$ cat src/hw/rtl/sactl_pkg.sv
// shared types, constants and functions for the cache tag lookup unit
package sactl_pkg;

  localparam int unsigned BlocksDefault = 1024;
  localparam int unsigned AddrW = 32;
  localparam int unsigned TagW = 27;
  localparam int unsigned AgeW = 32;
  localparam int unsigned WayW = 10;
  localparam int unsigned CntW = 32;
  localparam int unsigned CfgIdxW = 2;
  localparam int unsigned CfgDataW = 4;
  localparam logic [15:0] LfsrTaps = 16'hB400;
  localparam logic [15:0] LfsrSeed = 16'h0001;

  localparam logic [1:0] PolFifo = 2'd0;
  localparam logic [1:0] PolLru = 2'd1;
  localparam logic [1:0] PolRand = 2'd2;

  localparam logic [CfgIdxW-1:0] RegPolicy = 2'd0;
  localparam logic [CfgIdxW-1:0] RegWays = 2'd1;
  localparam logic [CfgIdxW-1:0] RegBlocks = 2'd2;
  localparam logic [CfgIdxW-1:0] RegOffset = 2'd3;

  typedef enum logic [1:0] {
    OpNone, OpClr, OpInc, OpLoad
  } cnt_op_e;

  // controller to datapath
  typedef struct packed {
    logic    latch;      // capture address geometry, clear scan flags
    logic    rd;         // issue read of entry base + cnt
    cnt_op_e cnt_op;
    logic    scan;       // evaluate returned read for hit, invalid and victim
    logic    decide;     // fix the accessed way
    logic    wr_fill;    // write tag, valid and fifo stamp of the accessed way
    logic    lru_age;    // write updated rank of returned read
    logic    commit;     // update totals, present result
  } sactl_cmd_t;

  // datapath to controller
  typedef struct packed {
    logic last;          // cnt is last way
    logic hit;
    logic is_lru;
  } sactl_sts_t;

  function automatic logic [15:0] lfsr_next(input logic [15:0] v);
    lfsr_next = v[0] ? ((v >> 1) ^ LfsrTaps) : (v >> 1);
  endfunction

endpackage

$ cat src/hw/rtl/sactl_ctrl.sv
// controller state machine for the lookup sequence
module sactl_ctrl (
  input  logic                  clk_i,
  input  logic                  rst_ni,
  input  logic                  start_i,
  input  logic                  clr_done_i,
  output logic                  busy_o,
  output sactl_pkg::sactl_cmd_t cmd_o,
  input  sactl_pkg::sactl_sts_t sts_i
);
  import sactl_pkg::*;

  typedef enum logic [8:0] {
    SClr    = 9'b000000001,
    SIdle   = 9'b000000010,
    SScan   = 9'b000000100,
    SScanW  = 9'b000001000,
    SDecide = 9'b000010000,
    SFill   = 9'b000100000,
    SAgeW   = 9'b001000000,
    SAgeUp  = 9'b010000000,
    SDone   = 9'b100000000
  } state_e;

  state_e state_q, state_d;

  always_ff @(posedge clk_i or negedge rst_ni) begin
    if (!rst_ni) begin
      state_q <= SClr;
    end else begin
      state_q <= state_d;
    end
  end

  assign busy_o = (state_q != SIdle);

  always_comb begin
    state_d = state_q;
    cmd_o   = '0;
    cmd_o.cnt_op = OpNone;
    case (state_q)
      SClr: if (clr_done_i) state_d = SIdle;
      SIdle: begin
        if (start_i) begin
          cmd_o.latch = 1'b1;
          cmd_o.cnt_op = OpClr;
          state_d = SScan;
        end
      end
      SScan: begin
        cmd_o.rd = 1'b1;
        state_d = SScanW;
      end
      SScanW: begin
        // read data of current way is valid now
        cmd_o.scan = 1'b1;
        if (sts_i.hit || sts_i.last) begin
          state_d = SDecide;
        end else begin
          cmd_o.cnt_op = OpInc;
          state_d = SScan;
        end
      end
      SDecide: begin
        cmd_o.decide = 1'b1;
        if (sts_i.hit) begin
          cmd_o.cnt_op = OpClr;
          state_d = sts_i.is_lru ? SAgeW : SDone;
        end else begin
          cmd_o.cnt_op = OpLoad;
          state_d = SFill;
        end
      end
      SFill: begin
        cmd_o.wr_fill = 1'b1;
        if (sts_i.is_lru) begin
          cmd_o.cnt_op = OpClr;
          state_d = SAgeW;
        end else begin
          state_d = SDone;
        end
      end
      SAgeW: begin
        cmd_o.rd = 1'b1;
        state_d = SAgeUp;
      end
      SAgeUp: begin
        cmd_o.lru_age = 1'b1;
        if (sts_i.last) begin
          state_d = SDone;
        end else begin
          cmd_o.cnt_op = OpInc;
          state_d = SAgeW;
        end
      end
      SDone: begin
        cmd_o.commit = 1'b1;
        state_d = SIdle;
      end
      default: state_d = SIdle;
    endcase
  end
endmodule

$ cat config.mk
export PLATFORM = sky130hd
export DESIGN_NAME = sactl_ctrl
export DESIGN_NICKNAME = d
export VERILOG_FILES = /design/src/hw/rtl/sactl_pkg.sv /design/src/hw/rtl/sactl_ctrl.sv
export SDC_FILE = /design/constraint.sdc
export NUM_CORES = 1
export LEC_CHECK = 0
export ABC_CLOCK_PERIOD_IN_PS = 5900
export BUFFER_PORTS_ARGS = -buffer_cell sky130_fd_sc_hd__buf_2
export CORE_AREA = 2 2 39 41
export CTS_CLUSTER_DIAMETER = 60
export DETAILED_ROUTE_END_ITERATION = 8
export DIE_AREA = 0 0 41 43
export PLACE_DENSITY = 0.83
export SYNTH_ARGS = -nofsm -noshare
export SYNTH_HDL_FRONTEND = slang
export SYNTH_SLANG_ARGS = --single-unit
$ cat constraint.sdc
create_clock -name clk_i -period 5.9 [get_ports clk_i]
set_clock_uncertainty 0.15 [all_clocks]
set_input_delay 1.77 -clock clk_i [delete_from_list [all_inputs] [get_ports clk_i]]
set_output_delay 1.77 -clock clk_i [all_outputs]
set_load 0.01 [all_outputs]
* Word level (Yosys, flattened, before mapping)
Index checks and enable logic that the tools add are counted.
Storage, ports and cells: register bits 9, bits of input ports 7, word-level logic and storage cells 37
Cells by class: reduce and logical (&&, ||, !) cells 3, multiplexer cells 21, equality and inequality tests 12
Operators by type and width (count):
- 9-bit one-hot mux with 8 select lines | 1
- 9-bit 2-to-1 mux | 5
- 1-bit 2-to-1 mux | 10
- 2-bit one-hot mux with 5 select lines | 1
- 9-bit by 1-bit == test with 1-bit output (second input constant) | 1
- 9-bit by 2-bit == test with 1-bit output (second input constant) | 1
- 9-bit by 3-bit == test with 1-bit output (second input constant) | 1
- 9-bit by 4-bit == test with 1-bit output (second input constant) | 1
- 9-bit by 5-bit == test with 1-bit output (second input constant) | 1
- 9-bit by 6-bit == test with 1-bit output (second input constant) | 1
- 9-bit by 7-bit == test with 1-bit output (second input constant) | 1
- 9-bit by 8-bit == test with 1-bit output (second input constant) | 1
- 9-bit == test (second input constant) | 1
- 9-bit by 2-bit inequality test with 1-bit output (second input constant) | 1
- 2-bit 2-to-1 mux | 3
- 5-bit 2-to-1 mux | 1
- 2-bit inequality test (second input constant) | 2
- 2-bit AND reduction | 1
- 2-bit OR reduction | 1
- 1-bit logical OR | 1

* Logic depth before layout (Yosys ltp)
Gate-level depths: netlist (run 1).
depth after elaboration 3, gate-level depth with buffers 6

* Worst setup path before layout (run 1)
OpenSTA, ideal clock, no wires.
kind input-to-output, start point input port sts_i[1] (netlist bit), end point output port cmd_o[6] (netlist bit), setup slack 1.844 ns, arrival time 2.136 ns, buffers on the path 0, data required time 3.980 ns, stages 2, cell sequence o21a_1 > o21bai_1
RTL lines:
- from (decl) | RTL line sactl_ctrl.sv:9 | input sactl_pkg::sactl_sts_t sts_i
- to (decl) | RTL line sactl_ctrl.sv:8 | output sactl_pkg::sactl_cmd_t cmd_o,

==> flow_summary.ini, run 1 <==
[outcome]
status = finished, final reports clean

[sta]
rsz0062_at_grt = false
worst_pin_slew_ns = 0.535
period_minus_slack_ns = 4.32
post-route-period-util_pct = 73.2
setup_tns_ns = 0
setup_viol_count_final = 0
hold_viol = 0
report.final.slew_viol_count = 0
fin_ws_ns = 1.58
maxClockFrequency_ghz = 0.231
slew-limit-headroom_pct = 64.0

[critical_path]
crit_buf_inv = 2
end_kind = output pin
crit_type = in2out
cp_top_family = buffers and inverters
cp.required_ns = 3.98
path_cells = buf_2 -> nor3_1 -> o21bai_1 -> buf_2
critPathMaxFanout = 4
startpoint_type = input port
crit_top_cell = buf_2
crit_slowest_cell = nor3_1
cp.arrival_ns = 2.40
max_stage_delay_ns = 0.23

[clocking]
clockRootBuffer = clkbuf_4
cts.sinks = 9
cts_buffer_depth = 2
cts_buffers = 3
insertion_delay_ns = 0.26
h-tree-depth = 1
cts_tree = done
cts_post_setup_buffers_inserted = 0
cts_hold_buf = 0
ctsResizeCount = 0
clk_pin_slew_worst_paths_ns = 0.06

[layout]
largest_reg_flops = 9
drive_gt1_share_pct = 31.8
syn_to_final_growth_pct = 16.9
stdcell_count = 101
final_util_pct = 52.4
final_cell_mix = buf_2 (16), dfrtp_1 (8), nor2_1 (7), nor2b_1 (5), nor3b_1 (5)
num_antenna_cells = 0
final_common_cell = buf_2
fin_nets = 93
largest-register = state_q
reg_top3 = state_q x9

[place]
pre_cts_ws_ns = 1.57
dpl.hpwl_um = 982
dp.cells = 97
gp_congestion = 0.805
io_buffers = 16

[synthesis]
yosysSeqAreaShare_pct = 36.5
synth_area_um2 = 621
synth.avg_cell_area_um2 = 9.13
synth_cells = 68
syn_nets = 75
synth_top_area_cell = dfrtp_1
ys_ff_latch = 9
synthTopCellsByArea = dfrtp_1 (32%), nor3b_1 (6.0%), nor2b_1 (5.0%), dfstp_2 (4.2%), nor2_1 (4.2%)
yosysUniqueCellTypes = 34
synth_top_area_share_pct = 32.3
yosys_warnings = 0

[route]
routed_via_density = 5.50
drtPass1Iterations = 4
detail-route-antenna-nets = 0
via_count = 555
remaining_drc_errors = 0
wire_per_inst_um = 13.1
wl_mm = 1.32
drt_iter0_markers = 25

[power_and_ir_drop]
ir_worst_vdd_uv = 233
power.density_mw_per_mm2 = 412
power.leakage_nw = 0.345

[die]
dieArea_mm2 = 0.00176
io_pins = 17
fp.dieW_um = 41
die_h_um = 43
start_util_pct = 44.8
rows = 14
core-area_mm2 = 0.00138

[global_routing]
grt_pass1_wl_mm = 2.16
grt_pass1_vias = 500
grt_overflow_total = 0
grt_max_degree = 10
antenna_found_initial = 0
track_usage_pct = 18.1

[hold_path]
min_path_type = reg2reg

[flow_run]
drv_cap = 0
[per-layer routing]
metal	global-route usage [%]	wire (um)	vias up
met2	24.4	602	20
li1	-	-	277
met5	0	0	-
met4	12.0	36	0
met1	26.3	613	254
met3	1.57	70	4
[power breakdown]
part	switching [mW]	internal, mW
combinational	0.0771	0.0716
sequential	0.0254	0.0760
clock	0.0228	0.0261
total	0.125	0.174
[final timing paths]
kind	slack (ns)	startpoint	end	cells past startpoint
setup / recovery	1.58	sts_i[1]	cmd_o[6]	4
max in group asynchronous	4.15	rst_ni	state_q[0]$_DFFE_PN1P_	1
hold / removal	0.41	state_q[1]$_DFFE_PN0P_	state_q[0]$_DFFE_PN1P_	1
setup reg to reg	4.11	state_q[6]$_DFFE_PN0P_	state_q[6]$_DFFE_PN0P_	4
hold reg to reg	0.41	state_q[1]$_DFFE_PN0P_	state_q[0]$_DFFE_PN1P_	1
min in group asynchronous	1.20	rst_ni	state_q[6]$_DFFE_PN0P_	1
[synthesized netlist by cell type]
library cell	instances
buf_6	1
o21bai_2	1
o311a_1	1
buf_2	2
nand3b_1	1
o21a_1	1
dfrtp_1	8
inv_1	4
nor4_2	1
o21ai_0	1
xnor2_1	1
or4b_4	1
nor3_2	1
nor3b_4	1
and4_1	1
a21oi_1	3
nand2_1	2
dfstp_2	1
nand2b_1	2
and2_4	1
o211ai_1	2
nand4_1	2
or4b_1	1
o21ai_1	2
o2111ai_1	1
nor2b_1	5
xor2_1	1
o21bai_1	1
o22ai_1	1
nor3_1	3
or2_2	1
nor2_1	7
nor3b_1	5
nand3_1	1
[area by class of cell]
| cell class | instances | area, um^2 |
|---|---|---|
| Multi-Input combinational cell | 52 | 358 |
| Tap cell | 16 | 20.0 |
| Inverter | 4 | 15.0 |
| Sequential cell | 9 | 226 |
| Clock buffer | 4 | 26.3 |
| Fill cell | 139 | 658 |
| Timing Repair Buffer | 16 | 80.1 |
[through the flow]
step           instance area (um^2)  hold slack (ns)  power (mW)
5_1_grt                         726            0.458       0.321
3_5_place_dp                    699            0.406       0.249
6_report                        726            0.411       0.299
2_1_floorplan                   621            0.366       0.215
3_3_place_gp                    699            0.403       0.246
4_1_cts                         726            0.416       0.301
[logic make-up (layout without fill, tap and decap cells)]
logic type,after synthesis,count (layout),share of synthesized area (%)
buf+inv,7,24,5.85
xor+xnor,2,2,2.82
simple gates,36,36,39.3
compound gates,14,14,15.5
flops,9,9,36.5
Note: power is estimated with default switching activity, not from simulation.
==> run 2: changes to the inputs <==
==> config.mk (replaced) <==
export PLATFORM = sky130hd
export DESIGN_NAME = sactl_ctrl
export DESIGN_NICKNAME = d
export VERILOG_FILES = /design/src/hw/rtl/sactl_pkg.sv /design/src/hw/rtl/sactl_ctrl.sv
export SDC_FILE = /design/constraint.sdc
export NUM_CORES = 1
export LEC_CHECK = 0
export ABC_AREA = 1
export ABC_CLOCK_PERIOD_IN_PS = 4100
export BUFFER_PORTS_ARGS = -buffer_cell sky130_fd_sc_hd__buf_2
export CORE_MARGIN = 2
export CORE_UTILIZATION = 49
export CTS_CLUSTER_DIAMETER = 60
export DETAILED_ROUTE_END_ITERATION = 8
export PLACE_DENSITY = 0.86
export SYNTH_ARGS = -nofsm -noshare
export SYNTH_HDL_FRONTEND = slang
export SYNTH_SLANG_ARGS = --single-unit
==> constraint.sdc (replaced) <==
create_clock -name clk_i -period 4.1 [get_ports clk_i]
set_clock_uncertainty 0.15 [all_clocks]
set_input_delay 1.23 -clock clk_i [delete_from_list [all_inputs] [get_ports clk_i]]
set_output_delay 1.23 -clock clk_i [all_outputs]
set_load 0.01 [all_outputs]
==> run 2 against run 1 <==
Compared with the run above: die area decreased by 8.9%; critical path depth increased by 1; sequential power increased by 23%; first-iteration DRC count decreased by 40%; register-to-register slack got worse by 1.5 ns; final cell count increased by 24%; combinational power increased by 34%; sequential share of layout area decreased by 1.5 points; largest cell class unchanged; routed wire length increased by 12%; flip-flop and latch count unchanged.
==> flow_summary.ini, run 2 <==
[outcome]
status = finished, final reports clean

[synthesis]
synth_ff_type = dfrtp_1
yosysMostFrequentCell = inv_1
synth.avg_cell_area_um2 = 7.09
synth_area_um2 = 638
synthTopCellsByArea = dfrtp_1 (31%), inv_1 (10%), nand2_2 (8.8%), nand2_1 (7.6%), nor2_1 (7.6%)
yosys_warnings = 0
syn_nets = 97
ys_ff_latch = 9
yosysSeqAreaShare_pct = 35.5
synth_enable_flop_cells = 0
synth_top_area_cell = dfrtp_1
synth_common_cells = inv_1 (17), nand2_1 (13), nor2_1 (13), nand2_2 (9), dfrtp_1 (8)
synth_top_area_share_pct = 31.4
yosysUniqueCellTypes = 20
synthArstFlopShare_pct = 100
synth_cells = 90

[sta]
hold_viol = 0
fin_ws_ns = 0.932
worst_pin_slew_ns = 0.224
rsz0062_at_grt = false
setup_viol_count_final = 0
maxClockFrequency_ghz = 0.316
period_minus_slack_ns = 3.17
slew-limit-headroom_pct = 84.9
post-route-period-util_pct = 77.3
setup_tns_ns = 0
report.final.slew_viol_count = 0

[global_routing]
track_usage_pct = 23.8
grt_pass1_wl_mm = 2.44
grt_max_degree = 10
grt_pass1_vias = 596
antenna_found_initial = 0
grt_overflow_total = 0

[critical_path]
crit-reg2reg-capture = state_q[1]$_DFFE_PN0P_
r2r_setup_slack_ns = 2.65
startpoint_type = input port
end_kind = output pin
cp-endpoint = cmd_o[6]
path_cells = buf_2 -> nor2_1 -> nand2_2 -> nand3b_1 -> buf_2
critPathMaxFanout = 3
worstReg2RegStart = state_q[0]$_DFFE_PN1P_
crit_slowest_cell = nor2_1
crit_top_cell = buf_2
cp.arrival_ns = 1.79
reg2reg_depth = 9
cp-startpoint = sts_i[2]
crit_type = in2out
cp.required_ns = 2.72
max_stage_delay_ns = 0.16

[place]
placed_cell_area_um2 = 737
dpl.hpwl_mm = 1.23
pre_cts_ws_ns = 0.945
io_buffers = 16
gp_congestion = 0.722

[route]
drt_iter0_markers = 15
remaining_drc_errors = 0
wire_per_inst_um = 11.8
via_count = 643
wl_mm = 1.48
detail-route-antenna-nets = 0
drtPass1Iterations = 4
routed_via_density = 5.14

[clocking]
clockRootBuffer = clkbuf_4
ctsResizeCount = 0
cts_hold_buf = 0
cts.sinks = 9
cts_tree = done
clk_pin_slew_worst_paths_ns = 0.06
cts_post_setup_buffers_inserted = 0
insertion_delay_ns = 0.27
cts_buffers = 3
cts_buffer_depth = 2
h-tree-depth = 1

[die]
rows = 13
start_util_pct = 50.9
dieArea_mm2 = 0.00161
core-area_mm2 = 0.00125
io_pins = 17
fp.dieW_um = 40.1
die_h_um = 40.1

[layout]
syn_to_final_growth_pct = 19.6
multi_input_area_um2 = 333
largest_reg_flops = 9
finalInstanceArea_um2 = 763
fin_nets = 118
reg_top3 = state_q x9
final_common_cell = inv_1
fill_cells = 99
regArea_um2 = 226
final_cell_mix = inv_1 (17), buf_2 (16), nand2_1 (13), nor2_1 (13), nand2_2 (9)
final_util_pct = 60.9
drive_gt1_share_pct = 38.2
num_antenna_cells = 0
largest-register = state_q

[power_and_ir_drop]
power.leakage_nw = 0.486
ir_worst_vdd_uv = 327
power.density_mw_per_mm2 = 518

[hold_path]
min_path_type = reg2reg

[flow_run]
drv_cap = 0
[run 2: changes by cell type after synthesis, sizes merged, moves of 3 or more]
| cell | delta |
|---|---|
| nand2 | +20 |
| nor3 | -3 |
| nor2b | -5 |
| inv | +17 |
| nor2 | +11 |
| buf | -3 |
| nand3 | +9 |
| nor3b | -6 |
[run 2: final cells by class]
cell class                      count  share of cell area (%)
Inverter                           21                    10.3
Multi-Input combinational cell     60                    43.6
Timing Repair Buffer               16                    10.5
Clock buffer                        4                    3.44
Tap cell                           15                    2.46
Sequential cell                     9                    29.7
[run 2: cell families after synthesis]
family / after synthesis / share of synthesized area, %
buffers and inverters: 21 / 12.4
flip-flops: 9 / 35.5
AND/OR/NAND/NOR: 55 / 46.5
AO/OA/AOI/OAI: 5 / 5.69
[run 2: routing by layer]
metal	vias to the layer above	global-route usage [%]	wire [um]
met3	5	3.33	74
met1	300	28.4	632
met2	24	40.7	733
li1	314	-	-
met4	0	12.9	37
met5	-	0	0
[run 2: power by group]
part           leakage [nW]  total [mW]  switching (mW)  internal [mW]
clock                0.0150      0.0713          0.0337         0.0376
sequential            0.118       0.124          0.0149          0.109
combinational         0.353       0.200           0.129         0.0711
total                 0.486       0.395           0.178          0.217
[run 2: how the worst min path moves through the flow]
stage	start	slack, ns	to	cells past startpoint
floorplan	state_q[1]$_DFFE_PN0P_	0.29	state_q[0]$_DFFE_PN1P_	1
finish	state_q[1]$_DFFE_PN0P_	0.34	state_q[0]$_DFFE_PN1P_	1
global placement	state_q[1]$_DFFE_PN0P_	0.31	state_q[0]$_DFFE_PN1P_	1
CTS	state_q[1]$_DFFE_PN0P_	0.35	state_q[0]$_DFFE_PN1P_	1
global route	state_q[1]$_DFFE_PN0P_	0.36	state_q[0]$_DFFE_PN1P_	1
detailed placement	state_q[1]$_DFFE_PN0P_	0.33	state_q[0]$_DFFE_PN1P_	1
[run 2: per-stage QoR]
step,hold WS [ns],power [mW],std cells
floorplan,0.287,0.274,90
global placement,0.309,0.318,121
detailed placement,0.331,0.325,121
CTS,0.346,0.396,125
global route,0.358,0.427,125
finish,0.343,0.395,125
[run 2: critical path, delay by kind of cell]
family | cells | cell delay, ns
and+or+nand+nor | 3 | 0.32
buffers and inverters | 2 | 0.24
